--- config.mk ---
export PLATFORM = sky130hd
export DESIGN_NAME = verlet_circle_body_step
export DESIGN_NICKNAME = d
export VERILOG_FILES = /design/src/hdl/vcb_pkg.sv /design/src/hdl/vcb_mul.sv /design/src/hdl/vcb_div.sv /design/src/hdl/vcb_sqrt.sv /design/src/hdl/verlet_circle_body_step.sv
export SDC_FILE = /design/constraint.sdc
export NUM_CORES = 2
export LEC_CHECK = 0
export ABC_AREA = 0
export BUFFER_PORTS_ARGS = -buffer_cell sky130_fd_sc_hd__clkbuf_2
export CAP_MARGIN = 15
export CORE_MARGIN = 4
export CORE_UTILIZATION = 40
export DETAILED_ROUTE_END_ITERATION = 8
export PLACE_DENSITY_LB_ADDON = 0.2
export SLEW_MARGIN = 20
export SYNTH_ARGS = -nofsm -noshare
export SYNTH_HDL_FRONTEND = slang
export SYNTH_SLANG_ARGS = --single-unit
--- constraint.sdc ---
create_clock -name aclk -period 49.5 [get_ports aclk]
set_input_delay 7.425 -clock aclk [delete_from_list [all_inputs] [get_ports aclk]]
set_output_delay 7.425 -clock aclk [all_outputs]
set_load 0.005 [all_outputs]
--- src/hdl/vcb_pkg.sv ---
// shared types, constants and fixed-point helpers for the verlet circle body
// no dependencies
`timescale 1ns / 1ps

package vcb_pkg;

    localparam int WORD_W     = 32;
    localparam int FRAC_W     = 16;
    localparam int CMD_W      = 3;
    localparam int RAD_W      = 27;
    localparam int DT_W       = 17;
    localparam int ARENA_W    = 16;
    localparam int CFG_IDX_W  = 2;
    localparam int CFG_DATA_W = 27;
    localparam int SAT_W      = 36;

    localparam int MUL_A_W    = 40;
    localparam int MUL_B_W    = 32;
    localparam int PROD_W     = MUL_A_W + MUL_B_W;
    localparam int MUL_CNT_W  = $clog2(MUL_B_W);

    localparam int DIV_N_W    = 48;
    localparam int DIV_D_W    = 32;
    localparam int DIV_Q_W    = FRAC_W + 1;
    localparam int DIV_CNT_W  = $clog2(DIV_Q_W);

    localparam int SQRT_N_W   = 64;
    localparam int SQRT_R_W   = 32;
    localparam int SQRT_CNT_W = $clog2(SQRT_R_W);

    typedef logic signed [WORD_W-1:0] word_t;

    localparam word_t WORD_MAX  = {1'b0, {(WORD_W-1){1'b1}}};
    localparam word_t WORD_MIN  = {1'b1, {(WORD_W-1){1'b0}}};
    localparam word_t START_POS = word_t'(20 * (1 << FRAC_W));

    localparam logic [RAD_W-1:0]   RADIUS_RESET = RAD_W'(10 * (1 << FRAC_W));
    localparam logic [DT_W-1:0]    DT_RESET     = DT_W'(1092);
    localparam logic [ARENA_W-1:0] WIDTH_RESET  = ARENA_W'(800);
    localparam logic [ARENA_W-1:0] HEIGHT_RESET = ARENA_W'(600);

    localparam logic [MUL_CNT_W-1:0]  MUL_LAST  = MUL_CNT_W'(MUL_B_W - 1);
    localparam logic [DIV_CNT_W-1:0]  DIV_LAST  = DIV_CNT_W'(DIV_Q_W - 1);
    localparam logic [SQRT_CNT_W-1:0] SQRT_LAST = SQRT_CNT_W'(SQRT_R_W - 1);
    localparam logic [SQRT_N_W-1:0]   SQRT_TOP_BIT = {2'b01, {(SQRT_N_W-2){1'b0}}};

    localparam logic [WORD_W:0] NEG_LIMIT = {2'b01, {(WORD_W-1){1'b0}}};

    typedef enum logic [CMD_W-1:0] {
        CMD_STEP    = 3'd0,
        CMD_ACCEL   = 3'd1,
        CMD_WALL    = 3'd2,
        CMD_COLLIDE = 3'd3,
        CMD_SET_VEL = 3'd4,
        CMD_ADD_VEL = 3'd5
    } cmd_t;

    typedef enum logic [CFG_IDX_W-1:0] {
        CFG_RADIUS = 2'd0,
        CFG_DT     = 2'd1,
        CFG_WIDTH  = 2'd2,
        CFG_HEIGHT = 2'd3
    } cfg_idx_t;

    typedef struct packed {
        logic [CMD_W-1:0] command;
        word_t            vec_x;
        word_t            vec_y;
        logic [RAD_W-1:0] target_radius;
    } in_word_t;

    typedef struct packed {
        word_t pos_x;
        word_t pos_y;
        word_t target_x;
        word_t target_y;
        logic  status;
    } out_word_t;

    typedef struct packed {
        logic                      start;
        logic signed [MUL_A_W-1:0] a;
        logic signed [MUL_B_W-1:0] b;
    } mul_req_t;

    typedef struct packed {
        logic              done;
        logic              neg;
        logic [PROD_W-1:0] prod;
    } mul_rsp_t;

    typedef struct packed {
        logic               start;
        logic [DIV_N_W-1:0] num;
        logic [DIV_D_W-1:0] den;
    } div_req_t;

    typedef struct packed {
        logic               done;
        logic [DIV_Q_W-1:0] quo;
    } div_rsp_t;

    typedef struct packed {
        logic                start;
        logic [SQRT_N_W-1:0] rad;
    } sqrt_req_t;

    typedef struct packed {
        logic                done;
        logic [SQRT_R_W-1:0] root;
    } sqrt_rsp_t;

    function automatic logic signed [SAT_W-1:0] sx(input word_t v);
        return SAT_W'(v);
    endfunction

    function automatic word_t sat_word(input logic signed [SAT_W-1:0] v);
        logic [SAT_W-WORD_W:0] top;
        word_t                 res;
        top = v[SAT_W-1:WORD_W-1];
        if (top == '0 || top == '1) begin
            res = word_t'(v[WORD_W-1:0]);
        end else begin
            res = v[SAT_W-1] ? WORD_MIN : WORD_MAX;
        end
        return res;
    endfunction

    // product magnitude and sign to a floored, saturated fixed-point word
    function automatic word_t mulq_fix(input logic [PROD_W-1:0] p, input logic neg);
        logic [PROD_W-FRAC_W-1:0] q;
        logic [PROD_W-FRAC_W-1:0] qc;
        word_t                    res;
        q  = p[PROD_W-1:FRAC_W];
        qc = q + (PROD_W-FRAC_W)'(|p[FRAC_W-1:0]);
        if (!neg) begin
            if (q > (PROD_W-FRAC_W)'(WORD_MAX)) begin
                res = WORD_MAX;
            end else begin
                res = word_t'(q[WORD_W-1:0]);
            end
        end else begin
            if (qc > (PROD_W-FRAC_W)'(NEG_LIMIT)) begin
                res = WORD_MIN;
            end else begin
                res = word_t'(WORD_W'(0) - qc[WORD_W-1:0]);
            end
        end
        return res;
    endfunction

endpackage

--- src/hdl/vcb_mul.sv ---
// bit-serial shift-add multiplier, one multiplier bit per cycle
// depends on vcb_pkg
`timescale 1ns / 1ps

module vcb_mul import vcb_pkg::*; (
    input  logic     aclk,
    input  logic     aresetn,
    input  mul_req_t req,
    output mul_rsp_t rsp
);

    logic                 busy_reg;
    logic                 done_reg;
    logic                 neg_reg;
    logic [MUL_CNT_W-1:0] cnt_reg;
    logic [PROD_W-1:0]    am_reg;
    logic [PROD_W-1:0]    acc_reg;
    logic [MUL_B_W-1:0]   bm_reg;
    logic [MUL_A_W-1:0]   a_mag;
    logic [MUL_B_W-1:0]   b_mag;

    always_comb begin
        a_mag = req.a[MUL_A_W-1] ? unsigned'(-req.a) : unsigned'(req.a);
        b_mag = req.b[MUL_B_W-1] ? unsigned'(-req.b) : unsigned'(req.b);
    end

    always_ff @(posedge aclk) begin
        if (!aresetn) begin
            busy_reg <= 1'b0;
            done_reg <= 1'b0;
        end else begin
            done_reg <= 1'b0;
            if (req.start) begin
                busy_reg <= 1'b1;
                cnt_reg  <= '0;
                acc_reg  <= '0;
                neg_reg  <= req.a[MUL_A_W-1] ^ req.b[MUL_B_W-1];
                am_reg   <= {{(PROD_W-MUL_A_W){1'b0}}, a_mag};
                bm_reg   <= b_mag;
            end else if (busy_reg) begin
                acc_reg <= acc_reg + (bm_reg[0] ? am_reg : '0);
                am_reg  <= am_reg << 1;
                bm_reg  <= bm_reg >> 1;
                cnt_reg <= cnt_reg + 1'b1;
                if (cnt_reg == MUL_LAST) begin
                    busy_reg <= 1'b0;
                    done_reg <= 1'b1;
                end
            end
        end
    end

    assign rsp = '{done: done_reg, neg: neg_reg, prod: acc_reg};

endmodule

--- src/hdl/vcb_div.sv ---
// restoring divider, one quotient bit per cycle, quotient known below 2^17
// depends on vcb_pkg
`timescale 1ns / 1ps

module vcb_div import vcb_pkg::*; (
    input  logic     aclk,
    input  logic     aresetn,
    input  div_req_t req,
    output div_rsp_t rsp
);

    logic                 busy_reg;
    logic                 done_reg;
    logic [DIV_CNT_W-1:0] cnt_reg;
    logic [DIV_D_W-1:0]   rem_reg;
    logic [DIV_D_W-1:0]   den_reg;
    logic [DIV_Q_W-1:0]   nbits_reg;
    logic [DIV_Q_W-1:0]   quo_reg;
    logic [DIV_D_W:0]     trial;
    logic                 fits;

    always_comb begin
        trial = {rem_reg, nbits_reg[DIV_Q_W-1]};
        fits  = trial >= {1'b0, den_reg};
    end

    always_ff @(posedge aclk) begin
        if (!aresetn) begin
            busy_reg <= 1'b0;
            done_reg <= 1'b0;
        end else begin
            done_reg <= 1'b0;
            if (req.start) begin
                busy_reg  <= 1'b1;
                cnt_reg   <= '0;
                // high part is already below the divisor
                rem_reg   <= DIV_D_W'(req.num[DIV_N_W-1:DIV_Q_W]);
                nbits_reg <= req.num[DIV_Q_W-1:0];
                den_reg   <= req.den;
                quo_reg   <= '0;
            end else if (busy_reg) begin
                rem_reg   <= fits ? DIV_D_W'(trial - {1'b0, den_reg}) : trial[DIV_D_W-1:0];
                quo_reg   <= {quo_reg[DIV_Q_W-2:0], fits};
                nbits_reg <= nbits_reg << 1;
                cnt_reg   <= cnt_reg + 1'b1;
                if (cnt_reg == DIV_LAST) begin
                    busy_reg <= 1'b0;
                    done_reg <= 1'b1;
                end
            end
        end
    end

    assign rsp = '{done: done_reg, quo: quo_reg};

endmodule

--- src/hdl/vcb_sqrt.sv ---
// digit-by-digit integer square root, one root bit per cycle
// depends on vcb_pkg
`timescale 1ns / 1ps

module vcb_sqrt import vcb_pkg::*; (
    input  logic      aclk,
    input  logic      aresetn,
    input  sqrt_req_t req,
    output sqrt_rsp_t rsp
);

    logic                  busy_reg;
    logic                  done_reg;
    logic [SQRT_CNT_W-1:0] cnt_reg;
    logic [SQRT_N_W-1:0]   n_reg;
    logic [SQRT_N_W-1:0]   r_reg;
    logic [SQRT_N_W-1:0]   bit_reg;
    logic [SQRT_N_W-1:0]   sum;

    assign sum = r_reg + bit_reg;

    always_ff @(posedge aclk) begin
        if (!aresetn) begin
            busy_reg <= 1'b0;
            done_reg <= 1'b0;
        end else begin
            done_reg <= 1'b0;
            if (req.start) begin
                busy_reg <= 1'b1;
                cnt_reg  <= '0;
                n_reg    <= req.rad;
                r_reg    <= '0;
                bit_reg  <= SQRT_TOP_BIT;
            end else if (busy_reg) begin
                if (n_reg >= sum) begin
                    n_reg <= n_reg - sum;
                    r_reg <= (r_reg >> 1) + bit_reg;
                end else begin
                    r_reg <= r_reg >> 1;
                end
                bit_reg <= bit_reg >> 2;
                cnt_reg <= cnt_reg + 1'b1;
                if (cnt_reg == SQRT_LAST) begin
                    busy_reg <= 1'b0;
                    done_reg <= 1'b1;
                end
            end
        end
    end

    assign rsp = '{done: done_reg, root: r_reg[SQRT_R_W-1:0]};

endmodule

--- src/hdl/verlet_circle_body_step.sv ---
// one command at a time; accelerate, wall collide and unknown commands go from the
// dispatch state straight to the output state, while step (4 multiplies), velocity
// (2 multiplies) and collide (up to 8 multiplies, 4 divides, one root) run on the
// serial vcb_mul, vcb_div and vcb_sqrt units; the next word is taken the cycle after
// the result is loaded. synchronous reset puts the body at (20,20) with zero
// acceleration and the registers at their defaults; no clearing pass
`timescale 1ns / 1ps

module verlet_circle_body_step import vcb_pkg::*; (
    input  logic                  aclk,
    input  logic                  aresetn,
    input  logic                  s_valid,
    output logic                  s_ready,
    input  in_word_t              s_data,
    output logic                  m_valid,
    input  logic                  m_ready,
    output out_word_t             m_data,
    input  logic                  cfg_wr_en,
    input  logic [CFG_IDX_W-1:0]  cfg_index,
    input  logic [CFG_DATA_W-1:0] cfg_wr_data
);

    typedef enum logic [4:0] {
        ST_IDLE, ST_DISPATCH, ST_STEP_X1, ST_STEP_X2, ST_STEP_Y1, ST_STEP_Y2,
        ST_VEL_X, ST_VEL_Y, ST_SQ_X, ST_SQ_Y, ST_ROOT, ST_DIV_NX, ST_DIV_NY,
        ST_DIV_M1, ST_DIV_M2, ST_MV1, ST_MV2, ST_PX, ST_PY, ST_TX, ST_TY, ST_OUT
    } state_t;

    state_t              state_reg;
    in_word_t            in_reg;
    word_t               pos_x_reg, pos_y_reg, prev_x_reg, prev_y_reg;
    word_t               acc_x_reg, acc_y_reg;
    logic [RAD_W-1:0]    radius_reg;
    logic [DT_W-1:0]     dt_reg;
    logic [ARENA_W-1:0]  width_reg, height_reg;
    word_t               mv1_reg, mv2_reg, tx_reg, ty_reg;
    logic                status_reg;
    logic [WORD_W-2:0]   ux_reg, uy_reg;
    logic                shift_reg, dx_neg_reg, dy_neg_reg;
    logic [SQRT_N_W-1:0] sq_reg;
    logic [SQRT_R_W-1:0] lenp_reg;
    logic [DIV_Q_W-1:0]  nxq_reg, nyq_reg, m1_reg, m2_reg;
    out_word_t           out_reg;
    logic                out_valid_reg;
    mul_req_t            mul_req_reg;
    div_req_t            div_req_reg;
    sqrt_req_t           sqrt_req_reg;
    mul_rsp_t            mul_rsp;
    div_rsp_t            div_rsp;
    sqrt_rsp_t           sqrt_rsp;

    word_t                   fix_w;
    logic signed [WORD_W:0]  dx, dy;
    logic [WORD_W-1:0]       ux_full, uy_full;
    logic                    shift_c;
    logic [WORD_W-2:0]       ux_sh, uy_sh;
    logic [RAD_W:0]          rsum;
    logic [WORD_W:0]         len;
    logic signed [WORD_W+1:0] d_c;
    word_t                   nx_s, ny_s, nx_mag, ny_mag;
    word_t                   clamp_x, clamp_y;
    logic [MUL_B_W-1:0]      dt_b;

    function automatic word_t clamp_axis(input word_t p, input logic [ARENA_W-1:0] ext,
                                         input logic [RAD_W-1:0] rad);
        word_t r;
        word_t hi;
        word_t res;
        r   = word_t'({{(WORD_W-RAD_W){1'b0}}, rad});
        hi  = ext[ARENA_W-1] ? WORD_MAX : word_t'({ext, {FRAC_W{1'b0}}});
        hi  = hi - r;
        res = p;
        // upper bound first, lower bound wins on a narrow arena
        if (res > hi) res = hi;
        if (res < r) res = r;
        return res;
    endfunction

    vcb_mul u_mul (.aclk(aclk), .aresetn(aresetn), .req(mul_req_reg), .rsp(mul_rsp));
    vcb_div u_div (.aclk(aclk), .aresetn(aresetn), .req(div_req_reg), .rsp(div_rsp));
    vcb_sqrt u_sqrt (.aclk(aclk), .aresetn(aresetn), .req(sqrt_req_reg), .rsp(sqrt_rsp));

    always_comb begin
        fix_w   = mulq_fix(mul_rsp.prod, mul_rsp.neg);
        dx      = {pos_x_reg[WORD_W-1], pos_x_reg} - {in_reg.vec_x[WORD_W-1], in_reg.vec_x};
        dy      = {pos_y_reg[WORD_W-1], pos_y_reg} - {in_reg.vec_y[WORD_W-1], in_reg.vec_y};
        ux_full = dx[WORD_W] ? WORD_W'(-dx) : WORD_W'(dx);
        uy_full = dy[WORD_W] ? WORD_W'(-dy) : WORD_W'(dy);
        // halve both when either magnitude reaches 2^31
        shift_c = ux_full[WORD_W-1] | uy_full[WORD_W-1];
        ux_sh   = shift_c ? ux_full[WORD_W-1:1] : ux_full[WORD_W-2:0];
        uy_sh   = shift_c ? uy_full[WORD_W-1:1] : uy_full[WORD_W-2:0];
        rsum    = {1'b0, radius_reg} + {1'b0, in_reg.target_radius};
        len     = shift_reg ? {lenp_reg, 1'b0} : {1'b0, lenp_reg};
        d_c     = $signed({1'b0, len}) - $signed({{(WORD_W+1-RAD_W){1'b0}}, rsum});
        nx_mag  = word_t'({{(WORD_W-DIV_Q_W){1'b0}}, nxq_reg});
        ny_mag  = word_t'({{(WORD_W-DIV_Q_W){1'b0}}, nyq_reg});
        nx_s    = dx_neg_reg ? -nx_mag : nx_mag;
        ny_s    = dy_neg_reg ? -ny_mag : ny_mag;
        clamp_x = clamp_axis(pos_x_reg, width_reg, radius_reg);
        clamp_y = clamp_axis(pos_y_reg, height_reg, radius_reg);
        dt_b    = {{(MUL_B_W-DT_W){1'b0}}, dt_reg};
    end

    always_ff @(posedge aclk) begin
        if (!aresetn) begin
            state_reg          <= ST_IDLE;
            pos_x_reg          <= START_POS;
            pos_y_reg          <= START_POS;
            prev_x_reg         <= START_POS;
            prev_y_reg         <= START_POS;
            acc_x_reg          <= '0;
            acc_y_reg          <= '0;
            radius_reg         <= RADIUS_RESET;
            dt_reg             <= DT_RESET;
            width_reg          <= WIDTH_RESET;
            height_reg         <= HEIGHT_RESET;
            out_valid_reg      <= 1'b0;
            mul_req_reg.start  <= 1'b0;
            div_req_reg.start  <= 1'b0;
            sqrt_req_reg.start <= 1'b0;
        end else begin
            mul_req_reg.start  <= 1'b0;
            div_req_reg.start  <= 1'b0;
            sqrt_req_reg.start <= 1'b0;

            if (cfg_wr_en) begin
                case (cfg_idx_t'(cfg_index))
                    CFG_RADIUS: radius_reg <= cfg_wr_data[RAD_W-1:0];
                    CFG_DT:     dt_reg     <= cfg_wr_data[DT_W-1:0];
                    CFG_WIDTH:  width_reg  <= cfg_wr_data[ARENA_W-1:0];
                    CFG_HEIGHT: height_reg <= cfg_wr_data[ARENA_W-1:0];
                    default: ;
                endcase
            end

            if (out_valid_reg && m_ready) out_valid_reg <= 1'b0;

            case (state_reg)
                ST_IDLE: begin
                    if (s_valid) begin
                        in_reg    <= s_data;
                        state_reg <= ST_DISPATCH;
                    end
                end
                ST_DISPATCH: begin
                    tx_reg     <= '0;
                    ty_reg     <= '0;
                    status_reg <= 1'b0;
                    case (in_reg.command)
                        CMD_STEP: begin
                            mul_req_reg <= '{start: 1'b1, a: MUL_A_W'(acc_x_reg), b: dt_b};
                            state_reg   <= ST_STEP_X1;
                        end
                        CMD_ACCEL: begin
                            acc_x_reg <= sat_word(sx(acc_x_reg) + sx(in_reg.vec_x));
                            acc_y_reg <= sat_word(sx(acc_y_reg) + sx(in_reg.vec_y));
                            state_reg <= ST_OUT;
                        end
                        CMD_WALL: begin
                            pos_x_reg <= clamp_x;
                            pos_y_reg <= clamp_y;
                            state_reg <= ST_OUT;
                        end
                        CMD_COLLIDE: begin
                            tx_reg <= in_reg.vec_x;
                            ty_reg <= in_reg.vec_y;
                            if (dx == '0 && dy == '0) begin
                                status_reg <= 1'b1;
                                state_reg  <= ST_OUT;
                            end else begin
                                ux_reg      <= ux_sh;
                                uy_reg      <= uy_sh;
                                shift_reg   <= shift_c;
                                dx_neg_reg  <= dx[WORD_W];
                                dy_neg_reg  <= dy[WORD_W];
                                mul_req_reg <= '{start: 1'b1, a: MUL_A_W'(ux_sh),
                                                 b: MUL_B_W'(ux_sh)};
                                state_reg   <= ST_SQ_X;
                            end
                        end
                        CMD_SET_VEL, CMD_ADD_VEL: begin
                            mul_req_reg <= '{start: 1'b1, a: MUL_A_W'(in_reg.vec_x), b: dt_b};
                            state_reg   <= ST_VEL_X;
                        end
                        default: state_reg <= ST_OUT;
                    endcase
                end
                ST_STEP_X1: begin
                    if (mul_rsp.done) begin
                        mul_req_reg <= '{start: 1'b1, a: MUL_A_W'(fix_w), b: dt_b};
                        state_reg   <= ST_STEP_X2;
                    end
                end
                ST_STEP_X2: begin
                    if (mul_rsp.done) begin
                        pos_x_reg   <= sat_word(sx(pos_x_reg) + sx(pos_x_reg) - sx(prev_x_reg)
                                                + sx(fix_w));
                        prev_x_reg  <= pos_x_reg;
                        acc_x_reg   <= '0;
                        mul_req_reg <= '{start: 1'b1, a: MUL_A_W'(acc_y_reg), b: dt_b};
                        state_reg   <= ST_STEP_Y1;
                    end
                end
                ST_STEP_Y1: begin
                    if (mul_rsp.done) begin
                        mul_req_reg <= '{start: 1'b1, a: MUL_A_W'(fix_w), b: dt_b};
                        state_reg   <= ST_STEP_Y2;
                    end
                end
                ST_STEP_Y2: begin
                    if (mul_rsp.done) begin
                        pos_y_reg  <= sat_word(sx(pos_y_reg) + sx(pos_y_reg) - sx(prev_y_reg)
                                               + sx(fix_w));
                        prev_y_reg <= pos_y_reg;
                        acc_y_reg  <= '0;
                        state_reg  <= ST_OUT;
                    end
                end
                ST_VEL_X: begin
                    if (mul_rsp.done) begin
                        prev_x_reg  <= sat_word(((in_reg.command == CMD_SET_VEL) ?
                                                 sx(pos_x_reg) : sx(prev_x_reg)) - sx(fix_w));
                        mul_req_reg <= '{start: 1'b1, a: MUL_A_W'(in_reg.vec_y), b: dt_b};
                        state_reg   <= ST_VEL_Y;
                    end
                end
                ST_VEL_Y: begin
                    if (mul_rsp.done) begin
                        prev_y_reg <= sat_word(((in_reg.command == CMD_SET_VEL) ?
                                                sx(pos_y_reg) : sx(prev_y_reg)) - sx(fix_w));
                        state_reg  <= ST_OUT;
                    end
                end
                ST_SQ_X: begin
                    if (mul_rsp.done) begin
                        sq_reg      <= mul_rsp.prod[SQRT_N_W-1:0];
                        mul_req_reg <= '{start: 1'b1, a: MUL_A_W'(uy_reg), b: MUL_B_W'(uy_reg)};
                        state_reg   <= ST_SQ_Y;
                    end
                end
                ST_SQ_Y: begin
                    if (mul_rsp.done) begin
                        sqrt_req_reg <= '{start: 1'b1, rad: sq_reg + mul_rsp.prod[SQRT_N_W-1:0]};
                        state_reg    <= ST_ROOT;
                    end
                end
                ST_ROOT: begin
                    if (sqrt_rsp.done) begin
                        lenp_reg    <= sqrt_rsp.root;
                        div_req_reg <= '{start: 1'b1,
                                         num: {{(DIV_N_W-WORD_W+1-FRAC_W){1'b0}}, ux_reg,
                                               {FRAC_W{1'b0}}},
                                         den: sqrt_rsp.root};
                        state_reg   <= ST_DIV_NX;
                    end
                end
                ST_DIV_NX: begin
                    if (div_rsp.done) begin
                        nxq_reg     <= div_rsp.quo;
                        div_req_reg <= '{start: 1'b1,
                                         num: {{(DIV_N_W-WORD_W+1-FRAC_W){1'b0}}, uy_reg,
                                               {FRAC_W{1'b0}}},
                                         den: lenp_reg};
                        state_reg   <= ST_DIV_NY;
                    end
                end
                ST_DIV_NY: begin
                    if (div_rsp.done) begin
                        nyq_reg <= div_rsp.quo;
                        if (rsum != '0) begin
                            div_req_reg <= '{start: 1'b1,
                                             num: {{(DIV_N_W-RAD_W-FRAC_W){1'b0}}, radius_reg,
                                                   {FRAC_W{1'b0}}},
                                             den: {{(DIV_D_W-RAD_W-1){1'b0}}, rsum}};
                            state_reg   <= ST_DIV_M1;
                        end else begin
                            // zero radius sum: no push either way
                            m2_reg      <= '0;
                            mul_req_reg <= '{start: 1'b1, a: MUL_A_W'(d_c), b: '0};
                            state_reg   <= ST_MV1;
                        end
                    end
                end
                ST_DIV_M1: begin
                    if (div_rsp.done) begin
                        m1_reg      <= div_rsp.quo;
                        div_req_reg <= '{start: 1'b1,
                                         num: {{(DIV_N_W-RAD_W-FRAC_W){1'b0}},
                                               in_reg.target_radius, {FRAC_W{1'b0}}},
                                         den: {{(DIV_D_W-RAD_W-1){1'b0}}, rsum}};
                        state_reg   <= ST_DIV_M2;
                    end
                end
                ST_DIV_M2: begin
                    if (div_rsp.done) begin
                        m2_reg      <= div_rsp.quo;
                        mul_req_reg <= '{start: 1'b1, a: MUL_A_W'(d_c),
                                         b: {{(MUL_B_W-DIV_Q_W){1'b0}}, m1_reg}};
                        state_reg   <= ST_MV1;
                    end
                end
                ST_MV1: begin
                    if (mul_rsp.done) begin
                        mv1_reg     <= fix_w;
                        mul_req_reg <= '{start: 1'b1, a: MUL_A_W'(d_c),
                                         b: {{(MUL_B_W-DIV_Q_W){1'b0}}, m2_reg}};
                        state_reg   <= ST_MV2;
                    end
                end
                ST_MV2: begin
                    if (mul_rsp.done) begin
                        mv2_reg     <= fix_w;
                        mul_req_reg <= '{start: 1'b1, a: MUL_A_W'(mv1_reg), b: nx_s};
                        state_reg   <= ST_PX;
                    end
                end
                ST_PX: begin
                    if (mul_rsp.done) begin
                        pos_x_reg   <= sat_word(sx(pos_x_reg) - sx(fix_w));
                        mul_req_reg <= '{start: 1'b1, a: MUL_A_W'(mv1_reg), b: ny_s};
                        state_reg   <= ST_PY;
                    end
                end
                ST_PY: begin
                    if (mul_rsp.done) begin
                        pos_y_reg   <= sat_word(sx(pos_y_reg) - sx(fix_w));
                        mul_req_reg <= '{start: 1'b1, a: MUL_A_W'(mv2_reg), b: nx_s};
                        state_reg   <= ST_TX;
                    end
                end
                ST_TX: begin
                    if (mul_rsp.done) begin
                        tx_reg      <= sat_word(sx(in_reg.vec_x) + sx(fix_w));
                        mul_req_reg <= '{start: 1'b1, a: MUL_A_W'(mv2_reg), b: ny_s};
                        state_reg   <= ST_TY;
                    end
                end
                ST_TY: begin
                    if (mul_rsp.done) begin
                        ty_reg    <= sat_word(sx(in_reg.vec_y) + sx(fix_w));
                        state_reg <= ST_OUT;
                    end
                end
                ST_OUT: begin
                    // hold until the output word slot is free
                    if (!out_valid_reg || m_ready) begin
                        out_reg       <= '{pos_x: pos_x_reg, pos_y: pos_y_reg,
                                           target_x: tx_reg, target_y: ty_reg,
                                           status: status_reg};
                        out_valid_reg <= 1'b1;
                        state_reg     <= ST_IDLE;
                    end
                end
                default: state_reg <= ST_IDLE;
            endcase
        end
    end

    assign s_ready = (state_reg == ST_IDLE);
    assign m_valid = out_valid_reg;
    assign m_data  = out_reg;

endmodule

# After elaboration in Yosys (flattened, before gate mapping)
# Cells that the tools add are included.
# word_totals
reg_bits	1530
output_inout_bits	131
word_cells	428
# op_classes
n_addsub	37
order_cmp	8
eq_ne	71
n_mux	151
n_bitwise	7
reduce_logical	87
# op_table
cell	n
$mux W32	53
$mux W73	13
$pmux W73 S12	1
$mux W81	5
$pmux W32 S2	6
$pmux W81 S4	1
$mux W64	5
$pmux W73 S3	1
$mux W72	3
$add A32 B32 Y33	6
$pmux W32 S3	2
$mux W31	5
$sub A32 B32 Y33	4
$mux W5	23
$mux W17	6
$pmux W5 S20	1
$neg A32 Y32	3
$eq A5 B5 Y1 const B	19
$mux W40	2
$add A72 B72 Y72	1
$mux W36	2
$sub A36 B32 Y36	2
$add A34 B32 Y35	2
$sub A33 B32 Y34	2
64 further kinds	193

# Longest topological paths before layout
# logic_depth
depth_word	11
mapped_depth	50

# By module
# From an unflattened synthesis, not the netlist that was laid out.
# hier_totals
hier_cells	12885
hier_area_um2	116266.5
# modules_own_cells
mod	instances	cells_per_inst	area_each_um2
verlet_circle_body_step	1	9066	81269.2
vcb_sqrt	1	1806	15474.8
vcb_mul	1	1438	13167.6
vcb_div	1	575	6354.8

# Worst setup path before layout
# Ideal clock, no wire load.
# synth_timing
kind	input to register
start	input aresetn
end	register out_reg, in the netlist m_data[0], enable pin
t_arrival_ns	20.090
t_required_ns	48.568
setup_slack_ns	28.478
cell_stages	4
path_buffers	2
path_cell_list	inv_1 clkbuf_1 clkbuf_1 nor4_1
# synth_between
elab_chain_len	1
# synth_lines
element	line_no	source
from (decl)	verlet_circle_body_step.sv:11	input logic aresetn,
$reduce_and A3 Y1 (no line)	n/a	
to (signal assigned)	verlet_circle_body_step.sv:348	out_reg <= '{pos_x: pos_x_reg, pos_y: pos_y_reg,
to (decl)	verlet_circle_body_step.sv:43	out_word_t out_reg;
# No other way between the ends.
# A chain may end at the register's enable or synchronous reset.

# Final worst setup path
# layout_timing
start	register u_mul.acc_reg[1]
end	register pos_x_reg[1]
# layout_between
elab_chain_len	11
word_cells_on_any_way	21
cone_classes	add/sub: 4; order compare: 1; eq/ne: 2; mux: 9; reduce/logical: 5
# layout_lines
element	line_no	source
from (decl)	vcb_mul.sv:17	logic [PROD_W-1:0] acc_reg;
from (signal assigned)	vcb_mul.sv:41	acc_reg <= acc_reg + (bm_reg[0] ? am_reg : '0);
$reduce_or A16 Y1 *	vcb_pkg.sv:135	qc = q + (PROD_W-FRAC_W)'(|p[FRAC_W-1:0]);
$add A56 B1 Y56 *	vcb_pkg.sv:135	
$gt A56 B32 Y1 / $sub A1 B32 Y32 (equally long branches)	vcb_pkg.sv:143, vcb_pkg.sv:146	
$mux W32 *	vcb_pkg.sv:143	if (qc > (PROD_W-FRAC_W)'(NEG_LIMIT)) begin
$mux W32 *	vcb_pkg.sv:136	if (!neg) begin
net fix_w[4]	verlet_circle_body_step.sv:52	word_t fix_w;
$add A34 B32 Y35 / $sub A32 B32 Y33 (equally long branches)	verlet_circle_body_step.sv:198, verlet_circle_body_step.sv:320	
$eq A5 B5 Y1 / $logic_not A5 Y1 (equally long branches)	vcb_pkg.sv:121	if (top == '0 || top == '1) begin
$logic_or A1 B1 Y1	vcb_pkg.sv:121	
$mux W32	vcb_pkg.sv:121	
$mux W32 (on tied branches)	verlet_circle_body_step.sv:196, verlet_circle_body_step.sv:319	
$pmux W32 S3 *	verlet_circle_body_step.sv:139	case (state_reg)
to (signal assigned)	verlet_circle_body_step.sv:161	pos_x_reg <= clamp_x;
to (signal assigned)	verlet_circle_body_step.sv:197	pos_x_reg <= sat_word(sx(pos_x_reg) + sx(pos_x_reg) - sx(prev_x_reg)
to (signal assigned)	verlet_circle_body_step.sv:320	pos_x_reg <= sat_word(sx(pos_x_reg) - sx(fix_w));
to (decl)	verlet_circle_body_step.sv:31	word_t pos_x_reg, pos_y_reg, prev_x_reg, prev_y_reg;
# Mark *: on every way through the listed nets, which the timed path passes. The rest lies on a longest branch. The select of a mux whose other input is x is not followed.

==> flow_summary.json <==
{
  "status": "complete, but fails checks",
  "violations": "design-rule violations",
  "cpMaxStageDelayCell": "nor4_1",
  "grt_pass1_vias": 96200,
  "final_cell_mix": "nand2_1 (1223), edfxtp_1 (1208), a21oi_1 (991), o21ai_0 (984), ha_1 (926)",
  "cp.required_ps": 50250,
  "seqPwrFrac_pct": 30.3,
  "syn-instance-count": 12500,
  "clkPwrFrac_pct": 25.1,
  "tightestPinTransition_ps": 1350,
  "crit_buf_inv": 1,
  "pwr-share-comb_pct": 44.6,
  "grt_overflow": 0,
  "p_sw_share_pct": 42.7,
  "antenna_left": 0,
  "multiInputGateArea_sq_um": 68200,
  "synth_warnings": 0,
  "p_switching_w": 0.00236,
  "leakage_nw": 49.9,
  "routed-via-count": 101000,
  "p_total_w": 0.00553,
  "slew_headroom_pct": 9.98,
  "grt_max_degree": 158,
  "critPathKind": "reg -> reg",
  "post-route-period-util_pct": 23.6,
  "final_hold_viol_count": 0,
  "avgRoutedWirePerCell_microns": 27.4,
  "first_pass_iters": 9,
  "fill_cells": 27300,
  "cap_violations": 0,
  "largest_reg_flops": 129,
  "cts.clk_slew.worst_paths_ps": 60,
  "synth_top_flop_cell": "edfxtp_1",
  "cp_slowest_stage_delay_ps": 860,
  "ioPinCount": 259,
  "yosysSeqAreaShare_pct": 36.9,
  "grtUsageTotal_pct": 29.7,
  "synthArstFlopShare_pct": 0,
  "worstSkewPairLatency_ps": 900,
  "synth_edf_count": 1208,
  "post-cts-setup-buffers": 0,
  "critPathArrivalTime_ps": 12410,
  "postRouteWirelength_microns": 455000,
  "start_util_pct": 40.3,
  "drtIter0Drc": 10600,
  "synth.distinct_cells": 129,
  "finalCriticalPeriod_ps": 11670,
  "fmax_ghz": 0.0857,
  "crit_path_start_kind": "register",
  "setup_viol": 0,
  "cp_max_fo": 24,
  "layout_commonest_cell": "nand2_1",
  "drive_gt1_share_pct": 8.94,
  "rsz0062_at_grt": "false",
  "drv_slew": 0,
  "cts_resized": 0,
  "grt_pass1_wl_microns": 652000,
  "port_buffers": 258,
  "numCtsBuffers": 181,
  "skew_ps": 85.2,
  "cts_root_buffer": "clkbuf_16",
  "fin_setup_tns_ps": 0,
  "timing.final.ws_setup_ps": 37830,
  "synth_area_sq_um": 114000,
  "cts_tree": "yes",
  "viasPerCell": 6.11,
  "cts_max_level": 4,
  "place.gp.congestion": 1.03,
  "syn_avg_cell_area_sq_um": 9.10,
  "hold_class": "reg -> reg",
  "rows": 195,
  "power.internal_w": 0.00317,
  "antenna_found_initial": 25,
  "cts_buffer_depth": 4,
  "ff_latch_area_sq_um": 42000,
  "area_delta_synth_final_pct": 11.0,
  "dp_slack_ps": 37980,
  "critical-path-top-delay-family": "simple AND/OR/NAND/NOR gates",
  "vdd_drop_max_v": 0.0000319,
  "die_y_microns": 541,
  "hpwl_microns": 352000,
  "die_x_microns": 541,
  "cts_hold_buffers": 0,
  "synth_nets": 13600,
  "p_per_area_nw_per_um2": 43.8,
  "cts.sinks": 1491,
  "coreArea_sq_um": 283000,
  "nets": 13800,
  "ys_ff_latch": 1491,
  "drc": 24,
  "end_kind": "register",
  "dieArea_sq_um": 293000
}
## cell usage after synthesis, types with 90 or more instances
cell / instances / area, sq um
nand4_1: 147 / 920
nand2_1: 1223 / 4590
and3_1: 133 / 832
a31oi_1: 183 / 1140
dfxtp_1: 283 / 5670
ha_1: 926 / 11600
a211oi_1: 137 / 1030
o21a_1: 141 / 1060
nor3_1: 237 / 1190
inv_1: 554 / 2080
edfxtp_1: 1208 / 36300
a21o_1: 449 / 3370
o21ai_0: 988 / 4940
o21bai_1: 111 / 833
a22oi_1: 90 / 676
mux2i_1: 117 / 1170
xnor2_1: 480 / 4200
nor2b_1: 237 / 1480
nand3_1: 218 / 1090
a21oi_1: 997 / 4990
clkbuf_1: 428 / 1610
xor2_1: 432 / 3780
nor2_1: 906 / 3400
and2_1: 160 / 1000
nand2b_1: 140 / 876
## per-stage QoR
step                utilization (%)  hold slack, ps  area [sq um]  instances
floorplan                         -             400        114000      12500
global placement               42.4             403        120000      16200
detailed placement             42.5             405        120000      16200
CTS                            44.6             411        126000      16600
global route                   44.7             421        126000      16600
finish                         44.7             414        126000      16600
## logic make-up after synthesis
kind of cell	synth area share (%)
compound gates	23.0
simple gates	16.0
flops	36.9
buf+inv	3.63
fa+ha+maj	11.9
xor+xnor	7.04
mux	1.63
## power by group through the flow
stage | Combinational [W] | Sequential [W] | Clock (W)
finish | 0.00247 | 0.00167 | 0.00139
global route | 0.00264 | 0.00168 | 0.00147
CTS | 0.00241 | 0.00167 | 0.00142
detailed placement | 0.00240 | 0.00170 | 0
global placement | 0.00239 | 0.00170 | 0
floorplan | 0.00161 | 0.00163 | 0
## layer usage
metal	vias to the layer above	track usage (%)	share of wire, %
met5	-	0	0.0090
met4	6	17.5	6.9
met3	1119	5.29	7.5
met2	4109	47.8	45
met1	49000	37.3	40
li1	47000	-	-
## area by class of cell
cell class                 instances  area share [%]
antenna                           13          0.0258
clock inverter                   101           0.874
tap                             3743            3.71
inverter                         559            1.67
clock buffer                     227            3.96
timing repair buffer             500            2.49
sequential                      1491            33.2
multi-input combinational       9945            54.0
## worst paths after layout
kind,start,to,slack [ps],depth (start not counted)
max,u_mul.acc_reg[1],pos_x_reg[1],37830,30
min,ty_reg[14],m_data[15],410,0
max reg2reg,u_mul.acc_reg[1],pos_x_reg[1],37830,30
min reg2reg,ty_reg[14],m_data[15],410,0
No activity file was read; power rests on OpenSTA's default activity.
